**config.mk**
```make
export PLATFORM = sky130hd
export DESIGN_NAME = segmented_log_id_manager_top
export DESIGN_NICKNAME = d
export VERILOG_FILES = /design/src/hw/rtl/slidm_pkg.sv /design/src/hw/rtl/slidm_ram.sv /design/src/hw/rtl/segmented_log_id_manager_top.sv
export SDC_FILE = /design/constraint.sdc
export NUM_CORES = 2
export LEC_CHECK = 0
export BUFFER_PORTS_ARGS = -buffer_cell sky130_fd_sc_hd__buf_4
export CORE_ASPECT_RATIO = 0.5
export CORE_MARGIN = 2
export CORE_UTILIZATION = 50
export CTS_CLUSTER_DIAMETER = 150
export DETAILED_ROUTE_END_ITERATION = 12
export GPL_ROUTABILITY_DRIVEN = 0
export HOLD_SLACK_MARGIN = 0.03
export PLACE_DENSITY = 0.68
export SLEW_MARGIN = 20
export SYNTH_ARGS = -nofsm -noshare
export SYNTH_HDL_FRONTEND = slang
export SYNTH_HIERARCHICAL = 1
export SYNTH_SLANG_ARGS = --single-unit
export TNS_END_PERCENT = 20
```
**constraint.sdc**
```tcl
create_clock -name clk -period 12.26 [get_ports clk]
set_clock_uncertainty 0.1 [all_clocks]
set_input_delay 3.065 -clock clk [delete_from_list [all_inputs] [get_ports clk]]
set_output_delay 3.065 -clock clk [all_outputs]
set_load 0.01 [all_outputs]
```
**src/hw/rtl/slidm_pkg.sv**
```systemverilog
`default_nettype none
// ----------------------------------------------------------------------------
// slidm_pkg: shared types and constants of the segmented log id manager
// Command and status codes, table sizes and the segment entry layout.
// ----------------------------------------------------------------------------
package slidm_pkg;

  localparam int MaxSegments = 8;
  localparam int MaxRecords  = 1024;
  localparam int SegW        = 3;
  localparam int CntW        = 11;
  localparam int IdW         = 64;
  localparam int EntryW      = IdW + CntW;

  localparam logic [2:0] CMD_APPEND  = 3'd0;
  localparam logic [2:0] CMD_LOOKUP  = 3'd1;
  localparam logic [2:0] CMD_NEXT    = 3'd2;
  localparam logic [2:0] CMD_PREV    = 3'd3;
  localparam logic [2:0] CMD_RELEASE = 3'd4;
  localparam logic [2:0] CMD_PAUSE   = 3'd5;
  localparam logic [2:0] CMD_RESUME  = 3'd6;
  localparam logic [2:0] CMD_CLEAR   = 3'd7;

  localparam logic [2:0] ST_OK        = 3'd0;
  localparam logic [2:0] ST_PAUSED    = 3'd1;
  localparam logic [2:0] ST_INVALID   = 3'd2;
  localparam logic [2:0] ST_FULL      = 3'd3;
  localparam logic [2:0] ST_EXHAUSTED = 3'd4;
  localparam logic [2:0] ST_NOT_FOUND = 3'd5;

  localparam logic [0:0] REG_RPS  = 1'b0;
  localparam logic [0:0] REG_SEGS = 1'b1;

  typedef struct packed {
    logic [IdW-1:0]  first_id;
    logic [CntW-1:0] count;
  } entry_t;

endpackage
`default_nettype wire

```
**src/hw/rtl/slidm_ram.sv**
```systemverilog
`default_nettype none
// ----------------------------------------------------------------------------
// slidm_ram: generic single-port-write, single-read RAM
// One write and one registered read per cycle.
// ----------------------------------------------------------------------------
module slidm_ram #(
  parameter int Width = 8,
  parameter int Depth = 8
) (
  input  wire logic                     clk,
  input  wire logic                     we,
  input  wire logic [$clog2(Depth)-1:0] waddr,
  input  wire logic [Width-1:0]         wdata,
  input  wire logic [$clog2(Depth)-1:0] raddr,
  output logic      [Width-1:0]         rdata
);

  logic [Width-1:0] mem [Depth];

  // Write port and registered read port.
  always_ff @(posedge clk) begin
    if (we) begin
      mem[waddr] <= wdata;
    end
    rdata <= mem[raddr];
  end

endmodule
`default_nettype wire

```
**src/hw/rtl/segmented_log_id_manager_top.sv**
```systemverilog
`default_nettype none
// ----------------------------------------------------------------------------
// segmented_log_id_manager_top: segment table and record id allocator
// Work per item, for n active segments: pause, resume and a paused command
// go straight to the result; lookup and release take one sweep of the n
// entries, next/previous two, an append into the newest segment one, and an
// append that rotates three; clear waits for the clearing pass. One item at a
// time: the next item can be taken the cycle after the result is accepted.
// Sweeps read one table entry per cycle. After reset, a register write or
// clear, a clearing pass zeroes every table entry; no item is taken during it.
// ----------------------------------------------------------------------------
module segmented_log_id_manager_top
  import slidm_pkg::*;
(
  input  wire logic         clk,
  input  wire logic         rst,
  input  wire logic         s_axis_tvalid,
  output logic              s_axis_tready,
  input  wire logic [71:0]  s_axis_tdata,  // command[2:0], record_id[66:3], zeros
  output logic              m_axis_tvalid,
  input  wire logic         m_axis_tready,
  output logic [151:0]      m_axis_tdata,  // status, result_id, segment_index,
                                           // slot, rotated, released_through
  input  wire logic         cfg_we,
  input  wire logic [0:0]   cfg_index,
  input  wire logic [10:0]  cfg_data
);

  localparam logic [3:0] S_CLR   = 4'd0;
  localparam logic [3:0] S_IDLE  = 4'd1;
  localparam logic [3:0] S_SCAN  = 4'd2;
  localparam logic [3:0] S_DEC   = 4'd3;
  localparam logic [3:0] S_ROT   = 4'd4;
  localparam logic [3:0] S_PICK  = 4'd5;
  localparam logic [3:0] S_LOC   = 4'd6;
  localparam logic [3:0] S_WRITE = 4'd7;
  localparam logic [3:0] S_OUT   = 4'd8;

  logic [3:0]      state;
  logic [CntW-1:0] rps_reg;
  logic [3:0]      segs_reg;
  logic [IdW-1:0]  released_id, next_first_id;
  logic            paused;
  logic            clr_reply;

  logic [2:0]      cmd;
  logic [IdW-1:0]  arg;
  logic [SegW:0]   idx;     // issue counter
  logic [SegW:0]   ridx;    // index of data on rdata
  logic            rvalid;

  logic [IdW-1:0]  latest, best, target_first, active_first;
  logic [SegW-1:0] target, active;
  logic            have_target, have_active, have_best, found;
  logic [CntW-1:0] active_cnt;
  logic [SegW-1:0] fseg;
  logic [CntW-1:0] fslot;
  logic [2:0]      status;
  logic [IdW-1:0]  rid;
  logic            rot;

  logic            we;
  logic [SegW-1:0] waddr, raddr;
  entry_t          wdata, rdata;

  // Effective register values.
  logic [CntW-1:0] rps;
  logic [3:0]      nsegs;
  assign rps   = (rps_reg == '0) ? CntW'(1) :
                 (rps_reg > CntW'(MaxRecords)) ? CntW'(MaxRecords) : rps_reg;
  assign nsegs = (segs_reg < 4'd2) ? 4'd2 :
                 (segs_reg > 4'(MaxSegments)) ? 4'(MaxSegments) : segs_reg;

  slidm_ram #(.Width(EntryW), .Depth(MaxSegments)) u_table (
    .clk(clk), .we(we), .waddr(waddr), .wdata(wdata), .raddr(raddr), .rdata(rdata)
  );

  // Per-entry derived values of the entry on the read port.
  logic [IdW-1:0] e_last, e_off;
  logic           e_used, e_cnt, e_holds;
  assign e_used  = rdata.first_id != '0;
  assign e_cnt   = rdata.count != '0;
  assign e_last  = rdata.first_id + IdW'(rdata.count) - IdW'(1);
  assign e_off   = arg - rdata.first_id;
  assign e_holds = e_used && arg >= rdata.first_id && e_off < IdW'(rdata.count);

  logic issuing, last_issue;
  assign issuing    = (state == S_SCAN || state == S_ROT || state == S_PICK ||
                       state == S_LOC) && idx < nsegs;
  assign last_issue = rvalid && ridx == nsegs - 4'd1;
  assign raddr      = idx[SegW-1:0];
  assign s_axis_tready = state == S_IDLE && !m_axis_tvalid && !cfg_we;

  // Rotation target test for the entry on the read port. An unused entry wins
  // at once; otherwise a fully released entry that is not the newest one is
  // taken when its first id is the lowest seen so far.
  logic pick_take;
  assign pick_take = !found &&
                     (!e_used ||
                      (!(e_cnt && (e_last > released_id || e_last == latest)) &&
                       (!have_target || rdata.first_id < target_first)));

  // Next/previous candidate from the entry on the read port.
  logic [IdW-1:0] cand;
  logic           cand_ok;
  always_comb begin
    cand = '0;
    cand_ok = 1'b0;
    if (cmd == CMD_NEXT) begin
      cand_ok = e_cnt && arg < e_last;
      cand = (arg < rdata.first_id) ? rdata.first_id : arg + IdW'(1);
      cand_ok = cand_ok && (!have_best || cand < best);
    end else begin
      cand_ok = e_cnt && arg > rdata.first_id;
      cand = (arg <= e_last) ? arg - IdW'(1) : e_last;
      cand_ok = cand_ok && cand > best;
    end
  end

  // Main sequencer.
  always_ff @(posedge clk) begin
    if (rst) begin
      state <= S_CLR;
      rps_reg <= CntW'(64);
      segs_reg <= 4'd8;
      paused <= 1'b0;
      clr_reply <= 1'b0;
      released_id <= '0;
      next_first_id <= IdW'(1);
      idx <= '0;
      rvalid <= 1'b0;
      m_axis_tvalid <= 1'b0;
    end else begin
      rvalid <= issuing;
      ridx <= idx;
      if (issuing) idx <= idx + 4'd1;
      if (m_axis_tvalid && m_axis_tready) m_axis_tvalid <= 1'b0;
      if (cfg_we) begin
        unique case (cfg_index)
          REG_RPS:  rps_reg  <= cfg_data;
          REG_SEGS: segs_reg <= cfg_data[3:0];
          default: ;
        endcase
        released_id <= '0;
        next_first_id <= IdW'(1);
        clr_reply <= 1'b0;
        idx <= '0;
        state <= S_CLR;
      end else begin
        unique case (state)
          // Clearing pass; a clear command gets its result after it.
          S_CLR: begin
            idx <= idx + 4'd1;
            if (idx == 4'(MaxSegments - 1)) begin
              clr_reply <= 1'b0;
              state <= clr_reply ? S_OUT : S_IDLE;
            end
          end
          S_IDLE: begin
            if (s_axis_tvalid && s_axis_tready) begin
              cmd <= s_axis_tdata[2:0];
              arg <= s_axis_tdata[66:3];
              status <= ST_OK; rid <= '0; rot <= 1'b0; fseg <= '0; fslot <= '0;
              latest <= (s_axis_tdata[2:0] == CMD_RELEASE) ? released_id : '0;
              best <= '0; have_best <= 1'b0;
              have_active <= 1'b0; have_target <= 1'b0; found <= 1'b0;
              idx <= '0;
              if (paused && s_axis_tdata[2:0] != CMD_PAUSE &&
                  s_axis_tdata[2:0] != CMD_RESUME) begin
                status <= ST_PAUSED; state <= S_OUT;
              end else if (s_axis_tdata[2:0] == CMD_PAUSE) begin
                paused <= 1'b1; state <= S_OUT;
              end else if (s_axis_tdata[2:0] == CMD_RESUME) begin
                paused <= 1'b0; state <= S_OUT;
              end else if (s_axis_tdata[2:0] == CMD_CLEAR) begin
                released_id <= '0; next_first_id <= IdW'(1); state <= S_CLR;
                clr_reply <= 1'b1;
              end else if (s_axis_tdata[2:0] == CMD_LOOKUP) begin
                if (s_axis_tdata[66:3] == '0) begin
                  status <= ST_INVALID; state <= S_OUT;
                end else state <= S_LOC;
              end else begin
                state <= S_SCAN;
              end
            end
          end
          // Sweep: newest segment, latest id, or next/previous candidate.
          S_SCAN: begin
            if (rvalid) begin
              if (cmd == CMD_APPEND) begin
                if (e_used && (!have_active || rdata.first_id > active_first)) begin
                  have_active <= 1'b1; active <= ridx[SegW-1:0];
                  active_first <= rdata.first_id; active_cnt <= rdata.count;
                end
              end else if (cmd == CMD_RELEASE) begin
                if (e_cnt && e_last > latest) latest <= e_last;
              end else if (cand_ok) begin
                best <= cand; have_best <= 1'b1;
              end
              if (last_issue) state <= S_DEC;
            end
          end
          S_DEC: begin
            idx <= '0;
            if (cmd == CMD_APPEND) begin
              if (!have_active || active_cnt >= rps) begin
                latest <= '0; state <= S_ROT;
              end else state <= S_WRITE;
            end else if (cmd == CMD_RELEASE) begin
              if (arg > latest) status <= ST_INVALID;
              else if (arg > released_id) released_id <= arg;
              state <= S_OUT;
            end else if (best == '0) begin
              status <= ST_NOT_FOUND; state <= S_OUT;
            end else begin
              arg <= best; state <= S_LOC;
            end
          end
          // Rotation pass one: latest id over all segments.
          S_ROT: begin
            if (rvalid) begin
              if (e_cnt && e_last > latest) latest <= e_last;
              if (last_issue) begin idx <= '0; state <= S_PICK; end
            end
          end
          // Rotation pass two: choose the target entry.
          S_PICK: begin
            if (rvalid) begin
              if (pick_take) begin
                have_target <= 1'b1; target <= ridx[SegW-1:0];
                target_first <= rdata.first_id;
                if (!e_used) found <= 1'b1;
              end
              if (last_issue) begin
                if (!have_target && !pick_take) begin
                  status <= ST_FULL; state <= S_OUT;
                end else if (next_first_id > ~IdW'(0) - IdW'(rps)) begin
                  status <= ST_EXHAUSTED; state <= S_OUT;
                end else begin
                  rot <= 1'b1; state <= S_WRITE;
                end
              end
            end
          end
          // Locate sweep for lookup and next/previous.
          S_LOC: begin
            if (rvalid) begin
              if (e_holds && !found) begin
                found <= 1'b1; fseg <= ridx[SegW-1:0]; fslot <= e_off[CntW-1:0];
              end
              if (last_issue) state <= S_WRITE;
            end
          end
          S_WRITE: begin
            if (cmd == CMD_APPEND) begin
              if (rot) begin
                fseg <= target; fslot <= '0; rid <= next_first_id;
                next_first_id <= next_first_id + IdW'(rps);
              end else begin
                fseg <= active; fslot <= active_cnt; rid <= active_first + IdW'(active_cnt);
              end
            end else if (found) rid <= arg;
            else begin status <= ST_NOT_FOUND; fseg <= '0; fslot <= '0; end
            state <= S_OUT;
          end
          S_OUT: begin
            if (!m_axis_tvalid) begin
              m_axis_tvalid <= 1'b1;
              state <= S_IDLE;
            end
          end
          default: state <= S_IDLE;
        endcase
      end
    end
  end

  // Table write port: clearing pass or append update.
  always_comb begin
    we = 1'b0; waddr = idx[SegW-1:0]; wdata = '0;
    if (state == S_CLR && !cfg_we) we = 1'b1;
    else if (state == S_WRITE && cmd == CMD_APPEND && !cfg_we) begin
      we = 1'b1;
      if (rot) begin
        waddr = target; wdata.first_id = next_first_id; wdata.count = CntW'(1);
      end else begin
        waddr = active; wdata.first_id = active_first; wdata.count = active_cnt + CntW'(1);
      end
    end
  end

  // Result packing.
  logic [SegW-1:0] out_seg;
  logic [9:0]      out_slot;
  assign out_seg  = fseg;
  assign out_slot = fslot[9:0];
  always_ff @(posedge clk) begin
    if (state == S_OUT && !m_axis_tvalid) begin
      m_axis_tdata <= {7'd0, released_id, rot, out_slot, out_seg, rid, status};
    end
  end

  // Assertions.
  a_no_accept_busy: assert property (@(posedge clk) disable iff (rst)
    s_axis_tready |-> state == S_IDLE) else $error("accept outside idle");
  a_out_after_idle: assert property (@(posedge clk) disable iff (rst)
    $rose(m_axis_tvalid) |-> state == S_IDLE) else $error("result without return");
  a_clr_no_out: assert property (@(posedge clk) disable iff (rst)
    state == S_CLR |-> !s_axis_tready) else $error("accept during clear");

endmodule
`default_nettype wire
```
# After elaboration in Yosys (flattened, before gate mapping)
# Memories as Yosys holds them, arrays and structs flattened. A register that Yosys moved wholly into a read port is not among the register bits.
# Index checks and enable logic that the tools add are counted.
[word_totals]
ff_bits = 729
latchBits = 0
mem_bits_rw = 600
mem_bits_ro = 0
inputBits = 89
output_inout_bits = 154
wordCells = 369
mem_count = 1
[op_classes]
n_addsub = 11
multipliers = 0
n_div = 0
magnitude_cmp = 20
n_eq_ne = 63
n_shift = 0
n_mux = 159
bitwise_logic = 4
reduce_logical = 81
[memory_table]
columns = ["name", "depth", "word_bits", "rd", "rd_ports_with_merged_regs", "write_ports", "line_no", "text"]
rows = [
  ["u_table.mem", 8, 75, 1, 1, 1, "slidm_ram.sv:18", "logic [Width-1:0] mem [Depth];"],
]
[ops]
columns = ["operator", "n"]
rows = [
  ["2-to-1 mux 64 bit", 40],
  ["one-hot mux 64 bit (2 select lines)", 5],
  ["greater-than comparator 64 bit", 8],
  ["< comparator 64 bit", 4],
  ["one-hot mux 64 bit (4 select lines)", 1],
  ["2-to-1 mux 75 bit", 3],
  ["adder 64 x 11 -> 64 bit", 3],
  ["logical NOT 64 bit", 2],
  ["subtractor 64 x 1 -> 64 bit, second input constant", 2],
  ["2-to-1 mux 4 bit", 29],
  ["adder 64 x 1 -> 64 bit, second input constant", 1],
  ["equality test 64 bit", 1],
  [">= comparator 64 bit", 1],
  ["less-or-equal comparator 64 bit", 1],
  ["< comparator 64 x 11 -> 1 bit", 1],
  ["inequality test 2 bit, second input constant", 32],
  ["nonzero test 64 bit", 1],
  ["subtractor 64 bit", 1],
  ["2-to-1 mux 10 bit", 6],
  ["2-to-1 mux 3 bit", 19],
  ["2-to-1 mux 1 bit", 36],
  ["one-hot mux 4 bit (9 select lines)", 1],
  ["one-hot mux 10 bit (3 select lines)", 1],
  ["AND reduction 7 bit", 4],
  ["48 further kinds", 135],
]

# Logic depth before layout (Yosys ltp)
[depth]
ltp_word = 15
ltp_mapped = 45
depth_no_buf = 41

# Cells and area by module
# The synthesis kept the hierarchy.
[by_module_without_submodules]
columns = ["mod", "n_inst", "cells_each", "area_per_inst_um2"]
rows = [
  ["segmented_log_id_manager_top", 1, 6831, 59595.9],
  ["slidm_ram", 1, 955, 24049.3],
]

# Least setup slack after synthesis
# OpenSTA, ideal clock, no wires.
[synth_path]
kind = "register to register"
startpoint = "register u_table.rdata[12] (read register of u_table.mem)"
endpoint = "register target[0] (enable)"
arrival_ns = 11.904
setup_slack_ns = -0.401
path_stages_with_launch = 31
path_buffers = 0
cell_sequence = "dfxtp_1 inv_1 ha_1 inv_1 ha_1 fa_1 a211oi_1 nor4_2 o211ai_1 a41o_1 o211a_1 o211ai_1 a21oi_1 o31ai_1 a21oi_1 xnor2_1 inv_1 ha_1 a21o_1 a21o_1 a21oi_1 nor2_1 a211oi_1 nor2_1 nor4bb_1 o21ai_0 a31oi_1 o211ai_1 a21oi_1 a21oi_1 nor4_1"
[synth_between]
elab_chain_len = 10
elab_cells_between_ends = 15
[synth_lines]
columns = ["element", "line_no", "text"]
rows = [
  ["from (decl)", "slidm_ram.sv:15", "output logic [Width-1:0] rdata"],
  ["adder 64 x 11 -> 64 bit", "segmented_log_id_manager_top.sv:83", "assign e_last = rdata.first_id + IdW'(rdata.count) - IdW'(1);"],
  ["subtractor 64 x 1 -> 64 bit", "segmented_log_id_manager_top.sv:83", ""],
  ["greater-than comparator 64 bit or equality test 64 bit (tied branches)", "segmented_log_id_manager_top.sv:100", "(!(e_cnt && (e_last > released_id || e_last == latest)) &&"],
  ["logical OR 1 bit", "segmented_log_id_manager_top.sv:100", ""],
  ["logical AND 1 bit", "segmented_log_id_manager_top.sv:100", ""],
  ["logical NOT 1 bit", "segmented_log_id_manager_top.sv:100", ""],
  ["logical AND 1 bit", "segmented_log_id_manager_top.sv:100", ""],
  ["logical OR 1 bit *", "segmented_log_id_manager_top.sv:99", "(!e_used ||"],
  ["logical AND 1 bit *", "segmented_log_id_manager_top.sv:98", "assign pick_take = !found &&"],
  ["AND reduction 5 bit (no source line) *", "-", ""],
  ["to (signal assigned)", "segmented_log_id_manager_top.sv:230", "have_target <= 1'b1; target <= ridx[SegW-1:0];"],
  ["to (decl)", "segmented_log_id_manager_top.sv:53", "logic [SegW-1:0] target, active;"],
]
# Mark *: on every way between the ends. The rest lies on a longest branch, timed or not.
# A chain may end at the register's enable or synchronous reset.

# Final worst setup path
[layout_path]
startpoint = "register u_table.rdata[21] (read register of u_table.mem)"
endpoint = "register best[17] (enable)"
[layout_between]
elab_chain_len = 9
elab_cells_between_ends = 18
[layout_lines]
columns = ["element", "line_no", "text"]
rows = [
  ["adder 64 x 11 -> 64 bit", "segmented_log_id_manager_top.sv:83", ""],
  ["subtractor 64 x 1 -> 64 bit", "segmented_log_id_manager_top.sv:83", ""],
  ["less-or-equal comparator 64 bit", "segmented_log_id_manager_top.sv:115", "cand = (arg <= e_last) ? arg - IdW'(1) : e_last;"],
  ["2-to-1 mux 64 bit", "segmented_log_id_manager_top.sv:115", ""],
  ["greater-than comparator 64 bit", "segmented_log_id_manager_top.sv:116", "cand_ok = cand_ok && cand > best;"],
  ["logical AND 1 bit", "segmented_log_id_manager_top.sv:116", ""],
  ["2-to-1 mux 1 bit *", "segmented_log_id_manager_top.sv:109", "if (cmd == CMD_NEXT) begin"],
  ["inequality test 2 bit (no source line) *", "-", ""],
  ["AND reduction 8 bit (no source line) *", "-", ""],
  ["to (signal assigned)", "segmented_log_id_manager_top.sv:165", "best <= '0; have_best <= 1'b0;"],
  ["to (signal assigned)", "segmented_log_id_manager_top.sv:198", "best <= cand; have_best <= 1'b1;"],
  ["to (decl)", "segmented_log_id_manager_top.sv:52", "logic [IdW-1:0] latest, best, target_first, active_first;"],
]
# Marked as above.

==> flow_summary.json <==
{
  "slew_violations": 0,
  "critPathLaunch": "u_table/rdata[21]$_DFF_P_",
  "largest-register": "u_table/mem",
  "crit_path_top_delay_cell": "dfxtp_1",
  "yosysSeqAreaShare_pct": 47.7,
  "r2r_cells": 36,
  "synth_enable_flop_cells": 1174,
  "detail-route-antenna-nets": 0,
  "rows": 106,
  "top_regs": "u_table/mem (600), m_axis_tdata (145), u_table/rdata (75)",
  "fp.dieW_um": 582,
  "synth.avg_cell_area_sq_um": 10.7,
  "grt_usage_pct": 30.5,
  "die_h_um": 293,
  "min_path_type": "flip-flop to flip-flop",
  "worstSetupPathType": "flip-flop to flip-flop",
  "synth-main-ff-cell": "edfxtp_1",
  "synth_top_cell_by_area": "edfxtp_1",
  "r2r_end": "best[17]$_SDFFCE_PN0P_",
  "worstMarginPinSlew_ns": 1.27,
  "grt_max_degree": 106,
  "hpwlAfterDp_um": 199000,
  "largest_register_ffs": 600,
  "finalCriticalPeriod_ns": 11.06,
  "hold_viol": 0,
  "htreeDepth": 4,
  "max-slew-margin-rel_pct": 14.0,
  "routed_wl_um": 267000,
  "dr.first_iter.drc_count": 8857,
  "routedWlPerCell_um": 25.8,
  "syn_area_sq_um": 83600,
  "total_power_w": 0.0124,
  "vias_per_cell": 6.29,
  "r2r_slack_ns": 1.20,
  "area_delta_synth_final_pct": 11.4,
  "p_leak_nw": 35.6,
  "cts_max_path_buffers": 3,
  "antenna_found_initial": 14,
  "status": "complete, no violations",
  "io_buffers": 230,
  "cts.clk_slew.worst_paths_ns": 0.06,
  "synth_area_leaders": "edfxtp_1, ha_1, dfxtp_1",
  "cp_common_cell": "ha_1",
  "grt_pass1_wl_um": 388000,
  "ys_warn_count": 6,
  "synth_top_area_share_pct": 42.1,
  "setup-tns-final_ns": 0,
  "p_per_area_nw_per_um2": 133,
  "fmax_ghz": 0.0904,
  "io_pins": 243,
  "finalNetCount": 8879,
  "coreArea_sq_um": 167000,
  "setup.worst_path.end": "best[17]$_SDFFCE_PN0P_",
  "dr.pass1.iters": 8,
  "r2r_start": "u_table/rdata[21]$_DFF_P_",
  "synthCells": 7786,
  "post_cts_buffers": 0,
  "synth_common_cells": "edfxtp_1, ha_1, nand2_1",
  "rsz0062_at_grt": "false",
  "period_share_pct": 90.3,
  "cpPeakStageDelay_ns": 0.62,
  "yosysUniqueCellTypes": 106,
  "die_area_sq_um": 171000,
  "whs_ns": 0.318,
  "synth_seq_cells": 1404,
  "drc": 0,
  "cts_root_buffer": "clkbuf_16",
  "setup_violations": 0,
  "critPathMaxFanout": 26,
  "grt_pass1_vias": 59900,
  "synth.most_common_cell": "edfxtp_1",
  "crit_required_ns": 12.62,
  "start_util_pct": 50.2,
  "maxCapViolCount": 0,
  "cp-start-kind": "flip-flop",
  "hold_buffers": 0,
  "end_kind": "flip-flop",
  "crit_arrival_ns": 11.42,
  "overflow": 0,
  "ir_drop_uv": 157,
  "drive_gt1_share_pct": 12.3,
  "clkLatencyLatePin_ns": 0.83,
  "cts_buffers": 132,
  "cts_tree": "built",
  "clkSinkCount": 1404,
  "cts-resized-gates": 0,
  "vias": 65100,
  "async_flop_share_pct": 0
}
-- cells in the final DEF (no fill, tap or decap), types with 136 or more instances in the layout --
cell type and instances:
a21o_1 190, a21oi_1 453, buf_4 435, clkbuf_16 136, dfxtp_1 227, edfxtp_1 1174
ha_1 766, inv_1 591, mux4_2 150, nand2_1 717, nand3_1 290, nand4_1 209
nor2_1 386, nor3_1 152, o21ai_0 457, xnor2_1 199
-- logic make-up after synthesis --
group                      share of synthesized area (%)
adders and majority gates                           11.7
DFF                                                 47.7
and+or+nand+nor                                     13.7
other                                            0.00448
AOI/OAI and AO/OA                                   12.2
buffers and inverters                               4.45
xor gates and xnor gates                            3.40
muxes                                               6.91
-- worst max-delay path: cells and delay by family (launching register included) --
| family | cells | cell delay (ns) |
|---|---|---|
| buffers and inverters | 5 | 0.88 |
| AOI/OAI and AO/OA | 17 | 4.24 |
| adders and majority gates | 4 | 1.41 |
| and+or+nand+nor | 8 | 2.49 |
| xor gates and xnor gates | 1 | 0.62 |
| muxes | 1 | 0.30 |
| DFF | 1 | 0.62 |
-- worst min-delay path by stage --
| stage | from | end | cells after the start |
|---|---|---|---|
| 2_1_floorplan | status[0]$_DFFE_PP_ | m_axis_tdata[0]$_DFFE_PP_ | 0 |
| 3_3_place_gp | rid[43]$_SDFFCE_PN0P_ | m_axis_tdata[46]$_DFFE_PP_ | 0 |
| 3_5_place_dp | rid[9]$_SDFFCE_PN0P_ | m_axis_tdata[12]$_DFFE_PP_ | 0 |
| 4_1_cts | rid[33]$_SDFFCE_PN0P_ | m_axis_tdata[36]$_DFFE_PP_ | 0 |
| 5_1_grt | rid[33]$_SDFFCE_PN0P_ | m_axis_tdata[36]$_DFFE_PP_ | 0 |
| 6_report | rid[33]$_SDFFCE_PN0P_ | m_axis_tdata[36]$_DFFE_PP_ | 0 |
-- report_power, final --
| part | internal, W | switching (W) | leakage [nW] |
|---|---|---|---|
| sequential | 0.00517 | 0.0000632 | 12.7 |
| clock | 0.00236 | 0.00195 | 2.20 |
| combinational | 0.00109 | 0.00177 | 20.8 |
| total | 0.00862 | 0.00378 | 35.6 |
-- through the flow --
stage / worst slack (ns) / area (sq um) / utilization (%) / instances
after floorplan: 0.753 / 83700 / - / 7792
after global placement: 1.63 / 88600 / 53.2 / 10100
after detailed placement: 1.55 / 88600 / 53.2 / 10100
after CTS: 1.51 / 93100 / 55.9 / 10300
after global routing: 0.854 / 93200 / 56.0 / 10300
final: 1.20 / 93200 / 56.0 / 10300
-- per-layer routing --
metal | vias to the layer above | track usage [%] | part of all wire, %
li1 | 29300 | - | -
met5 | - | 0.224 | 0.026
met2 | 3799 | 42.1 | 40
met4 | 4 | 10.9 | 3.6
met1 | 31500 | 45.6 | 43
met3 | 454 | 8.03 | 14
-- final cells by class --
| type | instances | area, sq um |
|---|---|---|
| Inverter | 598 | 2240 |
| Tap cell | 2214 | 2770 |
| Sequential cell | 1404 | 39900 |
| Antenna cell | 3 | 7.51 |
| Multi-Input combinational cell | 5442 | 40400 |
| Clock inverter | 76 | 925 |
| Clock buffer | 168 | 3590 |
| Fill cell | 14100 | 73400 |
| Timing Repair Buffer | 442 | 3420 |
No activity file was read; power rests on OpenSTA's default activity.
